===== src/rtl/dual_motor_command_drive_unit_assert.svh =====
// Assertion macros for the dual motor command drive unit.
// Used by dual_motor_command_drive_unit; expects clk and rst_n in scope.
`ifndef DUAL_MOTOR_COMMAND_DRIVE_UNIT_ASSERT_SVH
`define DUAL_MOTOR_COMMAND_DRIVE_UNIT_ASSERT_SVH

// same-cycle implication
`define DMCD_ASSERT_IMP(lbl, ante, cons) \
    lbl: assert property (@(posedge clk) disable iff (!rst_n) (ante) |-> (cons)) \
        else $error("dmcd assertion failed: same-cycle implication");

// next-cycle implication
`define DMCD_ASSERT_NXT(lbl, ante, cons) \
    lbl: assert property (@(posedge clk) disable iff (!rst_n) (ante) |=> (cons)) \
        else $error("dmcd assertion failed: next-cycle implication");

`endif


===== src/rtl/dmcd_pkg.sv =====
// Types and constants of the dual motor command drive unit.
// No dependencies; used by the channel interfaces and the top level.
package dmcd_pkg;

    typedef logic [2:0] opcode_t;
    typedef logic [2:0] mode_t;
    typedef logic [3:0] pins_t;

    localparam logic KIND_TICK = 1'b0;
    localparam logic KIND_CMD  = 1'b1;

    localparam opcode_t OP_FWD    = 3'd0;
    localparam opcode_t OP_BACK   = 3'd1;
    localparam opcode_t OP_STOP   = 3'd2;
    localparam opcode_t OP_FASTER = 3'd3;
    localparam opcode_t OP_SLOWER = 3'd4;
    localparam opcode_t OP_LEFT   = 3'd5;
    localparam opcode_t OP_RIGHT  = 3'd6;
    localparam opcode_t OP_NOP    = 3'd7;

    localparam mode_t MODE_STOP  = 3'd0;
    localparam mode_t MODE_FWD   = 3'd1;
    localparam mode_t MODE_BACK  = 3'd2;
    localparam mode_t MODE_LEFT  = 3'd3;
    localparam mode_t MODE_RIGHT = 3'd4;

    // bit3 A fwd, bit2 A rev, bit1 B fwd, bit0 B rev
    localparam pins_t PINS_STOP  = 4'h0;
    localparam pins_t PINS_FWD   = 4'hA;
    localparam pins_t PINS_BACK  = 4'h5;
    localparam pins_t PINS_LEFT  = 4'h9;
    localparam pins_t PINS_RIGHT = 4'h6;

    localparam int CFG_IDX_W  = 3;
    localparam int CFG_DATA_W = 16;

    localparam logic [CFG_IDX_W-1:0] CFG_LONG_TIMEOUT  = 3'd0;
    localparam logic [CFG_IDX_W-1:0] CFG_SHORT_TIMEOUT = 3'd1;
    localparam logic [CFG_IDX_W-1:0] CFG_LOWEST_SPEED  = 3'd2;
    localparam logic [CFG_IDX_W-1:0] CFG_HIGHEST_SPEED = 3'd3;
    localparam logic [CFG_IDX_W-1:0] CFG_SPEED_STEP    = 3'd4;

    localparam logic [15:0] LONG_TIMEOUT_RST  = 16'd2000;
    localparam logic [15:0] SHORT_TIMEOUT_RST = 16'd500;
    localparam logic [7:0]  LOWEST_SPEED_RST  = 8'd100;
    localparam logic [7:0]  HIGHEST_SPEED_RST = 8'd255;
    localparam logic [7:0]  SPEED_STEP_RST    = 8'd25;

endpackage


===== src/rtl/dmcd_in_if.sv =====
// Request channel of the dual motor command drive unit: ticks and commands.
// Depends on dmcd_pkg for the opcode type.
interface dmcd_in_if;
    logic               valid;
    logic               ready;
    logic               kind;
    dmcd_pkg::opcode_t  opcode;
    logic [15:0]        elapsed_ms;

    modport source (output valid, kind, opcode, elapsed_ms, input ready);
    modport sink (input valid, kind, opcode, elapsed_ms, output ready);
endinterface


===== src/rtl/dmcd_out_if.sv =====
// Result channel of the dual motor command drive unit: bridge pins, duty, mode.
// Depends on dmcd_pkg for the mode type.
interface dmcd_out_if;
    logic             valid;
    logic             ready;
    logic [1:0]       bridge_a;
    logic [1:0]       bridge_b;
    logic [7:0]       duty_a;
    logic [7:0]       duty_b;
    dmcd_pkg::mode_t  drive_mode;

    modport source (output valid, bridge_a, bridge_b, duty_a, duty_b, drive_mode,
                    input ready);
    modport sink (input valid, bridge_a, bridge_b, duty_a, duty_b, drive_mode,
                  output ready);
endinterface


===== src/rtl/dual_motor_command_drive_unit.sv =====
// Dual motor command drive unit: top level.
// Result: registered, and valid in the cycle after its request is accepted.
// Throughput: one request per cycle; the state registers double as the result
// register, so a new request is taken whenever the result is free or being taken.
// Reset (rst_n low, asynchronous): configuration to defaults, drive stopped,
// timers loaded from the default timeouts, speed at the lowest default.
module dual_motor_command_drive_unit #(
    parameter int TIMER_WIDTH = 16
) (
    input  logic                                   clk,
    input  logic                                   rst_n,
    input  logic                                   cfg_we,
    input  logic [dmcd_pkg::CFG_IDX_W-1:0]         cfg_index,
    input  logic [dmcd_pkg::CFG_DATA_W-1:0]        cfg_data,
    dmcd_in_if.sink                                cmd,
    dmcd_out_if.source                             res
);
    import dmcd_pkg::*;

    localparam int CMP_W = (TIMER_WIDTH > 16) ? TIMER_WIDTH : 16;
    localparam logic [CMP_W-1:0] TMAX_EXT = CMP_W'({TIMER_WIDTH{1'b1}});
    localparam logic [CMP_W-1:0] LONG_RST_EXT  = CMP_W'(LONG_TIMEOUT_RST);
    localparam logic [CMP_W-1:0] SHORT_RST_EXT = CMP_W'(SHORT_TIMEOUT_RST);
    localparam logic [TIMER_WIDTH-1:0] LONG_TIMER_RST =
        (LONG_RST_EXT > TMAX_EXT) ? {TIMER_WIDTH{1'b1}} : TIMER_WIDTH'(LONG_RST_EXT);
    localparam logic [TIMER_WIDTH-1:0] SHORT_TIMER_RST =
        (SHORT_RST_EXT > TMAX_EXT) ? {TIMER_WIDTH{1'b1}} : TIMER_WIDTH'(SHORT_RST_EXT);

    logic [15:0] long_timeout_reg;
    logic [15:0] short_timeout_reg;
    logic [7:0]  lowest_speed_reg;
    logic [7:0]  highest_speed_reg;
    logic [7:0]  speed_step_reg;

    logic [TIMER_WIDTH-1:0] long_timer_reg, long_timer_next;
    logic [TIMER_WIDTH-1:0] short_timer_reg, short_timer_next;
    logic [7:0]             speed_reg, speed_next;
    mode_t                  mode_reg, mode_next;
    pins_t                  pins_reg, pins_next;
    logic [7:0]             duty_reg, duty_next;
    logic                   valid_reg;

    logic                   accept;
    logic [CMP_W-1:0]       long_cfg_ext, short_cfg_ext, elapsed_ext;
    logic [CMP_W-1:0]       long_cur_ext, short_cur_ext;
    logic [TIMER_WIDTH-1:0] long_load, short_load;
    logic [TIMER_WIDTH-1:0] long_dec, short_dec;
    logic [8:0]             up_sum;
    logic [7:0]             speed_up, speed_down;
    logic signed [9:0]      dn_diff;

    assign cmd.ready = !valid_reg || res.ready;
    assign accept    = cmd.valid && cmd.ready;

    // configuration
    always_ff @(posedge clk or negedge rst_n)
    begin
        if (!rst_n)
        begin
            long_timeout_reg  <= LONG_TIMEOUT_RST;
            short_timeout_reg <= SHORT_TIMEOUT_RST;
            lowest_speed_reg  <= LOWEST_SPEED_RST;
            highest_speed_reg <= HIGHEST_SPEED_RST;
            speed_step_reg    <= SPEED_STEP_RST;
        end
        else if (cfg_we)
        begin
            unique case (cfg_index)
                CFG_LONG_TIMEOUT:  long_timeout_reg  <= cfg_data;
                CFG_SHORT_TIMEOUT: short_timeout_reg <= cfg_data;
                CFG_LOWEST_SPEED:  lowest_speed_reg  <= cfg_data[7:0];
                CFG_HIGHEST_SPEED: highest_speed_reg <= cfg_data[7:0];
                CFG_SPEED_STEP:    speed_step_reg    <= cfg_data[7:0];
                default: ;
            endcase
        end
    end

    // timer reload (saturate to timer range) and floored decrement
    always_comb
    begin
        long_cfg_ext  = CMP_W'(long_timeout_reg);
        short_cfg_ext = CMP_W'(short_timeout_reg);
        elapsed_ext   = CMP_W'(cmd.elapsed_ms);
        long_cur_ext  = CMP_W'(long_timer_reg);
        short_cur_ext = CMP_W'(short_timer_reg);
        long_load  = (long_cfg_ext > TMAX_EXT) ? {TIMER_WIDTH{1'b1}}
                                               : TIMER_WIDTH'(long_cfg_ext);
        short_load = (short_cfg_ext > TMAX_EXT) ? {TIMER_WIDTH{1'b1}}
                                                : TIMER_WIDTH'(short_cfg_ext);
        long_dec  = (elapsed_ext >= long_cur_ext) ? '0
                                                  : TIMER_WIDTH'(long_cur_ext - elapsed_ext);
        short_dec = (elapsed_ext >= short_cur_ext) ? '0
                                                   : TIMER_WIDTH'(short_cur_ext - elapsed_ext);
    end

    // speed clamps
    always_comb
    begin
        up_sum   = {1'b0, speed_reg} + {1'b0, speed_step_reg};
        speed_up = (up_sum > {1'b0, highest_speed_reg}) ? highest_speed_reg : up_sum[7:0];
        dn_diff  = $signed({2'b00, speed_reg}) - $signed({2'b00, speed_step_reg});
        speed_down = (dn_diff < $signed({2'b00, lowest_speed_reg})) ? lowest_speed_reg
                                                                    : dn_diff[7:0];
    end

    always_comb
    begin
        long_timer_next  = long_timer_reg;
        short_timer_next = short_timer_reg;
        speed_next       = speed_reg;
        mode_next        = mode_reg;
        pins_next        = pins_reg;
        duty_next        = duty_reg;
        if (cmd.kind == KIND_TICK)
        begin
            long_timer_next  = long_dec;
            short_timer_next = short_dec;
            if (long_dec == '0)
            begin
                pins_next       = PINS_STOP;
                duty_next       = '0;
                mode_next       = MODE_STOP;
                long_timer_next = long_load;
            end
            else if (short_dec == '0 && (mode_reg == MODE_LEFT || mode_reg == MODE_RIGHT))
            begin
                pins_next       = PINS_FWD;
                duty_next       = speed_reg;
                mode_next       = MODE_FWD;
                long_timer_next = long_load;
            end
        end
        else
        begin
            unique case (cmd.opcode) inside
                OP_FWD:
                begin
                    pins_next       = PINS_FWD;
                    duty_next       = speed_reg;
                    mode_next       = MODE_FWD;
                    long_timer_next = long_load;
                end
                OP_BACK:
                begin
                    pins_next       = PINS_BACK;
                    duty_next       = speed_reg;
                    mode_next       = MODE_BACK;
                    long_timer_next = long_load;
                end
                OP_STOP:
                begin
                    pins_next       = PINS_STOP;
                    duty_next       = '0;
                    mode_next       = MODE_STOP;
                    long_timer_next = long_load;
                end
                OP_FASTER, OP_SLOWER:
                begin
                    speed_next       = (cmd.opcode == OP_FASTER) ? speed_up : speed_down;
                    duty_next        = speed_next;
                    long_timer_next  = long_load;
                    short_timer_next = short_load;
                end
                OP_LEFT:
                begin
                    pins_next        = PINS_LEFT;
                    duty_next        = speed_reg;
                    mode_next        = MODE_LEFT;
                    long_timer_next  = long_load;
                    short_timer_next = short_load;
                end
                OP_RIGHT:
                begin
                    pins_next        = PINS_RIGHT;
                    duty_next        = speed_reg;
                    mode_next        = MODE_RIGHT;
                    long_timer_next  = long_load;
                    short_timer_next = short_load;
                end
                OP_NOP: ;
                default: ;
            endcase
        end
    end

    always_ff @(posedge clk or negedge rst_n)
    begin
        if (!rst_n)
        begin
            long_timer_reg  <= LONG_TIMER_RST;
            short_timer_reg <= SHORT_TIMER_RST;
            speed_reg       <= LOWEST_SPEED_RST;
            mode_reg        <= MODE_STOP;
            pins_reg        <= PINS_STOP;
            duty_reg        <= '0;
            valid_reg       <= 1'b0;
        end
        else
        begin
            if (accept)
            begin
                long_timer_reg  <= long_timer_next;
                short_timer_reg <= short_timer_next;
                speed_reg       <= speed_next;
                mode_reg        <= mode_next;
                pins_reg        <= pins_next;
                duty_reg        <= duty_next;
            end
            if (accept)
                valid_reg <= 1'b1;
            else if (res.ready)
                valid_reg <= 1'b0;
        end
    end

    assign res.valid      = valid_reg;
    assign res.bridge_a   = pins_reg[3:2];
    assign res.bridge_b   = pins_reg[1:0];
    assign res.duty_a     = duty_reg;
    assign res.duty_b     = duty_reg;
    assign res.drive_mode = mode_reg;

`include "dual_motor_command_drive_unit_assert.svh"

    `DMCD_ASSERT_NXT(a_result_follows_request, accept, res.valid)
    `DMCD_ASSERT_IMP(a_stop_pins_low, mode_reg == MODE_STOP, pins_reg == PINS_STOP)
    `DMCD_ASSERT_IMP(a_left_pins, mode_reg == MODE_LEFT, pins_reg == PINS_LEFT)
    `DMCD_ASSERT_NXT(a_hold_without_request, !accept, $stable(mode_reg) && $stable(duty_reg))

endmodule


===== src/flat_wrapper.sv =====
// flat-port wrapper written by rule: the top's interface ports become plain ports
module dual_motor_command_drive_unit_flat import dmcd_pkg::*;
#(
    parameter int TIMER_WIDTH = 16
)
  (clk, rst_n, cfg_we, cfg_index, cfg_data, cmd_valid, cmd_kind, cmd_opcode, cmd_elapsed_ms, cmd_ready, res_valid, res_bridge_a, res_bridge_b, res_duty_a, res_duty_b, res_drive_mode, res_ready);
  dmcd_in_if cmd_i ();
  dmcd_out_if res_i ();
  input  logic clk;
  input  logic rst_n;
  input  logic cfg_we;
  input  logic [dmcd_pkg::CFG_IDX_W-1:0] cfg_index;
  input  logic [dmcd_pkg::CFG_DATA_W-1:0] cfg_data;
  input wire logic [$bits(cmd_i.valid)-1:0] cmd_valid;
  input wire logic [$bits(cmd_i.kind)-1:0] cmd_kind;
  input wire logic [$bits(cmd_i.opcode)-1:0] cmd_opcode;
  input wire logic [$bits(cmd_i.elapsed_ms)-1:0] cmd_elapsed_ms;
  output wire logic [$bits(cmd_i.ready)-1:0] cmd_ready;
  output wire logic [$bits(res_i.valid)-1:0] res_valid;
  output wire logic [$bits(res_i.bridge_a)-1:0] res_bridge_a;
  output wire logic [$bits(res_i.bridge_b)-1:0] res_bridge_b;
  output wire logic [$bits(res_i.duty_a)-1:0] res_duty_a;
  output wire logic [$bits(res_i.duty_b)-1:0] res_duty_b;
  output wire logic [$bits(res_i.drive_mode)-1:0] res_drive_mode;
  input wire logic [$bits(res_i.ready)-1:0] res_ready;
  assign cmd_i.valid = cmd_valid;
  assign cmd_i.kind = cmd_kind;
  assign cmd_i.opcode = cmd_opcode;
  assign cmd_i.elapsed_ms = cmd_elapsed_ms;
  assign cmd_ready = cmd_i.ready;
  assign res_valid = res_i.valid;
  assign res_bridge_a = res_i.bridge_a;
  assign res_bridge_b = res_i.bridge_b;
  assign res_duty_a = res_i.duty_a;
  assign res_duty_b = res_i.duty_b;
  assign res_drive_mode = res_i.drive_mode;
  assign res_i.ready = res_ready;
  dual_motor_command_drive_unit #(.TIMER_WIDTH(TIMER_WIDTH)) u_core (.clk(clk), .rst_n(rst_n), .cfg_we(cfg_we), .cfg_index(cfg_index), .cfg_data(cfg_data), .cmd(cmd_i), .res(res_i));
endmodule

===== config.mk =====
export PLATFORM = sky130hd
export DESIGN_NAME = dual_motor_command_drive_unit_flat
export DESIGN_NICKNAME = d
export VERILOG_FILES = /design/src/rtl/dmcd_pkg.sv /design/src/rtl/dmcd_in_if.sv /design/src/rtl/dmcd_out_if.sv /design/src/rtl/dual_motor_command_drive_unit.sv /design/src/flat_wrapper.sv
export VERILOG_INCLUDE_DIRS = /design/src /design/src/rtl
export SDC_FILE = /design/constraint.sdc
export NUM_CORES = 1
export LEC_CHECK = 0
export ABC_AREA = 1
export BUFFER_PORTS_ARGS = -buffer_cell sky130_fd_sc_hd__buf_2
export CAP_MARGIN = 20
export CORE_ASPECT_RATIO = 0.75
export CORE_MARGIN = 8
export CORE_UTILIZATION = 35
export CTS_CLUSTER_SIZE = 10
export DETAILED_ROUTE_END_ITERATION = 16
export HOLD_SLACK_MARGIN = 0.1
export REMOVE_ABC_BUFFERS = 1
export SLEW_MARGIN = 20
export SYNTH_ARGS = -nofsm -noshare
export SYNTH_HDL_FRONTEND = slang
export SYNTH_SLANG_ARGS = --single-unit
export TNS_END_PERCENT = 30

===== constraint.sdc =====
create_clock -name clk -period 4.1 [get_ports clk]
set_clock_uncertainty 0.15 [all_clocks]
set_input_delay 0.205 -clock clk [delete_from_list [all_inputs] [get_ports clk]]
set_output_delay 0.205 -clock clk [all_outputs]
set_load 0.01 [all_outputs]

; ---- Word-level counts from Yosys, hierarchy flattened
; Cells that the tools add are included.
[totals]
input_bits = 44
regBits = 112
out_inout_bits = 25
[classes]
eq_ne = 16
n_addsub = 4
n_reduce_logical = 25
magnitude_cmp = 6
n_mux = 27
[ops]
columns = operator, count
row1 = two-way mux 16 bit, 10
row2 = two-way mux 8 bit, 6
row3 = >= comparator 16 bit, 2
row4 = "> comparator 16 bit, second input constant", 2
row5 = zero test 16 bit, 2
row6 = subtractor 16 bit, 2
row7 = one-hot mux 8 bit (3 select lines), 1
row8 = one-hot mux 4 bit (5 select lines), 1
row9 = "equality test 3 x 2 -> 1 bit, second input constant", 5
row10 = "equality test 3 bit, second input constant", 5
row11 = one-hot mux 3 bit (5 select lines), 1
row12 = AND reduction 2 bit, 7
row13 = two-way mux 4 bit, 3
row14 = < comparator 10 x 9 -> 1 bit, 1
row15 = adder 8 x 8 -> 9 bit, 1
row16 = > comparator 9 x 8 -> 1 bit, 1
row17 = two-way mux 3 bit, 3
row18 = AND reduction 3 bit, 3
row19 = subtractor 8 x 8 -> 9 bit, 1
row20 = OR reduction 4 bit, 2
row21 = OR reduction 7 bit, 1
row22 = "equality test 3 x 1 -> 1 bit, second input constant", 2
row23 = zero test 3 bit, 2
row24 = "inequality test 6 x 1 -> 1 bit, second input constant", 1
row25 = 9 further kinds, 13

; ---- Longest topological paths before layout
[depth]
depth_word = 7
ltp_mapped = 29
depth_no_buf = 27

; ---- Worst setup path before layout
; OpenSTA, ideal clock, no wires.
[synth_path]
path_kind = register to register
startpoint = reg u_core.speed_reg[2]
endpoint = reg u_core.speed_reg[7]
path_stages_with_launch = 23
path_slack_ns = 0.759
arrival_ns = 3.066
path_cell_list = dfstp_2 ha_1 clkbuf_1 inv_1 a21oi_1 o21ai_0 xor2_1 ha_1 nand2_1 nor2_1 nand2_1 nand3_1 nand2_1 nand2_1 nand2_1 nand2_1 nand2_1 nand2_1 clkbuf_1 nand2_1 nand3_1 nand2_1 mux2_2
[synth_via]
elab_chain_len = 4
[synth_rtl]
columns = item, line
row1 = start: declaration, dual_motor_command_drive_unit.sv:37  ; logic [7:0] speed_reg, speed_next;
row2 = start signal: assignment, dual_motor_command_drive_unit.sv:205  ; speed_reg <= speed_next;
row3 = subtractor 8 x 8 -> 9 bit or adder 8 x 8 -> 9 bit (tied branches), "dual_motor_command_drive_unit.sv:102, dual_motor_command_drive_unit.sv:100"
row4 = < comparator 10 x 9 -> 1 bit or > comparator 9 x 8 -> 1 bit (tied branches), "dual_motor_command_drive_unit.sv:103, dual_motor_command_drive_unit.sv:101"
row5 = two-way mux 8 bit (on tied branches), "dual_motor_command_drive_unit.sv:103, dual_motor_command_drive_unit.sv:101"
row6 = two-way mux 8 bit (*), dual_motor_command_drive_unit.sv:160  ; speed_next = (cmd.opcode == OP_FASTER) ? speed_up : speed_down;
; Mark *: on every way between the ends. The rest lies on a longest branch, timed or not.
; A chain may end at the register's enable or synchronous reset.

; ---- Worst setup path after layout
[layout_path]
startpoint = reg u_core.speed_reg[2]
endpoint = reg u_core.duty_reg[5], in the netlist u_core.res.duty_a[5]
[layout_via]
elab_chain_len = 6
[layout_rtl]
columns = item, line
row1 = subtractor 8 x 8 -> 9 bit or adder 8 x 8 -> 9 bit (tied branches), "dual_motor_command_drive_unit.sv:102, dual_motor_command_drive_unit.sv:100"
row2 = < comparator 10 x 9 -> 1 bit or > comparator 9 x 8 -> 1 bit (tied branches), "dual_motor_command_drive_unit.sv:103, dual_motor_command_drive_unit.sv:101"
row3 = two-way mux 8 bit (on tied branches), "dual_motor_command_drive_unit.sv:103, dual_motor_command_drive_unit.sv:101"
row4 = two-way mux 8 bit (*), dual_motor_command_drive_unit.sv:160
row5 = one-hot mux 8 bit (3 select lines) (*), dual_motor_command_drive_unit.sv:136  ; unique case (cmd.opcode) inside
row6 = two-way mux 8 bit (*), dual_motor_command_drive_unit.sv:115  ; if (cmd.kind == KIND_TICK)
row7 = end signal: assignment, dual_motor_command_drive_unit.sv:208  ; duty_reg <= duty_next;
row8 = end: declaration, dual_motor_command_drive_unit.sv:40  ; logic [7:0] duty_reg, duty_next;
; Marked as above.

==> impl_metrics.yaml <==
final_layout:
  fin_cells: 1692
  drive_gt1_share_pct: 13.5
  nets: 1460
  final_common_cell: "nand2_1"
  final_cell_mix: "417 x nand2_1, 183 x inv_1, 109 x nand3_1, 93 x o21ai_0, 69 x dfrtp_1"
  antenna_cells: 0
  syn_to_final_growth_pct: 12.7
detailed_routing:
  totalWireLength_mm: 26.0
  avgViaCountPerCell: 4.98
  via_count: 8434
  first_iter_violations: 819
  avgRoutedWirePerCell_um: 15.3
  drtPass1Iterations: 5
  ant_nets: 0
  drc_errors: 0
synth:
  syn_avg_cell_area_um2: 6.82
  synth.distinct_cells: 46
  synth_top_area_share_pct: 19.7
  yosysTopAreaCell: "dfrtp_1"
  syn_area_um2: 8750
  yosys_most_used_dff: "dfrtp_1"
  synth_seq_area_share_pct: 32.1
  yosys_warnings: 0
  netlist_instances: 1283
  synth-edff-count: 0
  synthTopCellsByArea: "dfrtp_1 20%, nand2_1 18%, dfstp_2 12%"
  async_reset_ff_share_pct: 100
  ys_ff_latch: 110
critical_path:
  crit_family: "compound AO/OA/AOI/OAI gates"
  slowest_stage: "dfstp_2"
  cp_slowest_stage_delay_ps: 570
  required_ps: 4270
  cpMostUsedCell: "nand2_1"
  setup.worst_path.end_class: "flop"
  cp_num_buf_inv: 2
  r2r-end: "u_core.res.duty_a[5]"
  r2r_setup_slack_ps: 400
  cp.arrival_ps: 3860
  r2r_cells: 19
  critPathLaunchType: "flop"
  r2r_start: "u_core.speed_reg[2]"
  worstPathCellList: "ha_1 > a21oi_1 > nand2_1 > a21oi_1 > xor2_1 > inv_1 > ha_1 > a21o_1 > nor2_1 > o21ai_0 > nand3_1 > nand2_1 > nand2_1 > clkinv_1 > o21ai_0 > nand3_1 > nand3_1 > nand2_1 > nand2_1"
  criticalPathCategory: "flop to flop"
  cp_max_fo: 9
place:
  dp_hpwl_mm: 20.6
  io_buffers: 68
  dp.cells: 1655
  place.gp.congestion: 0.915
outcome:
  status: "finished clean"
floorplan:
  fp.coreArea_um2: 24800
  die_area_um2: 30400
  die_w_um: 199
  initial_utilization_pct: 35.3
  fp.dieH_um: 153
  rows: 50
  ios: 69
sta:
  relSlewSlack_pct: 36.0
  hold_viol_final: 0
  final_max_slew_viol_count: 0
  period_needed_ps: 3700
  max_freq_ghz: 0.271
  fin_tns_setup_ps: 0
  holdWs_ps: 101
  worst_pin_slew_ps: 957
  setup_viol: 0
  timing.final.crit_share_pct: 90.1
  rsz0062_at_grt: "false"
pwr:
  power.share.sequential_pct: 25.3
  power_switching_w: 0.00354
  switching_share_pct: 50.7
  pwr-share-comb_pct: 61.3
  power.density_nw_per_um2: 707
  peakVddDrop_mv: 0.267
  power.internal_w: 0.00344
  power_frac_clock_pct: 13.4
  leakagePower_nw: 5.25
global_routing:
  first_global_vias: 7658
  grt.overflow.total: 0
  antenna_found_initial: 0
  grt_max_degree: 55
  grt_pass1_wl_mm: 41.5
  grtUsageTotal_pct: 17.1
clocking:
  cts.repair.resized: 0
  cts_tree: "yes"
  clkSinkCount: 110
  numCtsBuffers: 9
  clk_path_buf_depth: 2
  clock-root-buffer: "clkbuf_16"
  clkTransAtPathRegs_ps: 90
  hold_buffers: 21
  clk_latency_ps: 370
  post_cts_buffers: 0
  htree_levels: 3
worst_hold_path:
  holdCritPathClass: "input port to flop"
  hold_end: "u_core.highest_speed_reg[4]"
  hp-start: "cfg_data[4]"
  whs_path_depth: 3
flow_run:
  cap_violations: 0
-- metrics by stage --
step                      cell area, µm²  setup slack (ps)  power (W)  util, %
after floorplan                     8500               812    0.00479        -
after global placement              9340               537    0.00594     37.7
after detailed placement            9340               488    0.00596     37.7
after CTS                           9860               471    0.00695     39.8
after global routing                9860               102    0.00763     39.8
final                               9860               404    0.00697     39.8
-- area by class of cell --
class	count	area (µm²)
Sequential cell	110	2800
Inverter	188	708
Tap cell	338	423
Clock buffer	9	225
Timing Repair Buffer	99	628
Fill cell	2682	14900
Multi-Input combinational cell	941	4990
Clock inverter	7	83.8
-- synthesized netlist by cell type, types with 19 or more instances --
library cell	count
nand2_1	418
inv_1	183
nand3_1	109
o21ai_0	93
dfrtp_1	69
ha_1	63
nor2_1	62
a21oi_1	58
dfstp_2	41
nand4_1	29
clkbuf_1	26
nand2_2	19
-- layer usage --
| metal | wire [µm] | track usage (%) | share of wire (%) | up-vias |
|---|---|---|---|---|
| met5 | 0 | 0 | 0 | - |
| met1 | 13700 | 27.9 | 53 | 3910 |
| met2 | 9920 | 22.5 | 38 | 259 |
| met3 | 2010 | 2.57 | 7.8 | 22 |
| met4 | 316 | 3.63 | 1.2 | 0 |
| li1 | - | - | - | 4243 |
-- cells by family after synthesis --
family	Yosys count	share of synthesized area [%]
XOR/XNOR	16	1.60
flip-flops	110	32.1
adder cells (fa/ha/maj)	67	9.93
AO/OA/AOI/OAI	175	10.6
multiplexers	1	0.129
AND/OR/NAND/NOR	682	34.7
buffers and inverters	232	11.0
-- power groups by stage --
stage / clock network, W / registers (W) / logic (W)
2_1_floorplan: 0 / 0.00172 / 0.00307
3_5_place_dp: 0 / 0.00178 / 0.00419
4_1_cts: 0.000957 / 0.00176 / 0.00423
6_report: 0.000936 / 0.00176 / 0.00428
5_1_grt: 0.000996 / 0.00181 / 0.00483
3_3_place_gp: 0 / 0.00177 / 0.00417
-- worst register-to-register path: stages, from the launching register on --
cell,delay (ps)
dfstp_2,570
ha_1,330
a21oi_1,160
nand2_1,110
a21oi_1,180
xor2_1,160
inv_1,80
ha_1,310
a21o_1,170
nor2_1,90
o21ai_0,90
nand3_1,70
nand2_1,50
nand2_1,80
clkinv_1,190
o21ai_0,450
nand3_1,180
nand3_1,120
nand2_1,50
nand2_1,50
-- worst max-delay path by stage --
stage,slack [ps],from,end,cells after the start
global placement,540,u_core.speed_reg[2],u_core.speed_reg[7],21
CTS,470,u_core.speed_reg[2],u_core.res.duty_a[5],19
floorplan,810,u_core.speed_reg[0],u_core.res.duty_a[5],23
finish,400,u_core.speed_reg[2],u_core.res.duty_a[5],19
global route,100,u_core.speed_reg[0],u_core.res.duty_a[7],24
detailed placement,490,u_core.speed_reg[2],u_core.res.duty_a[5],19
Power figures use the tool's default switching activity.
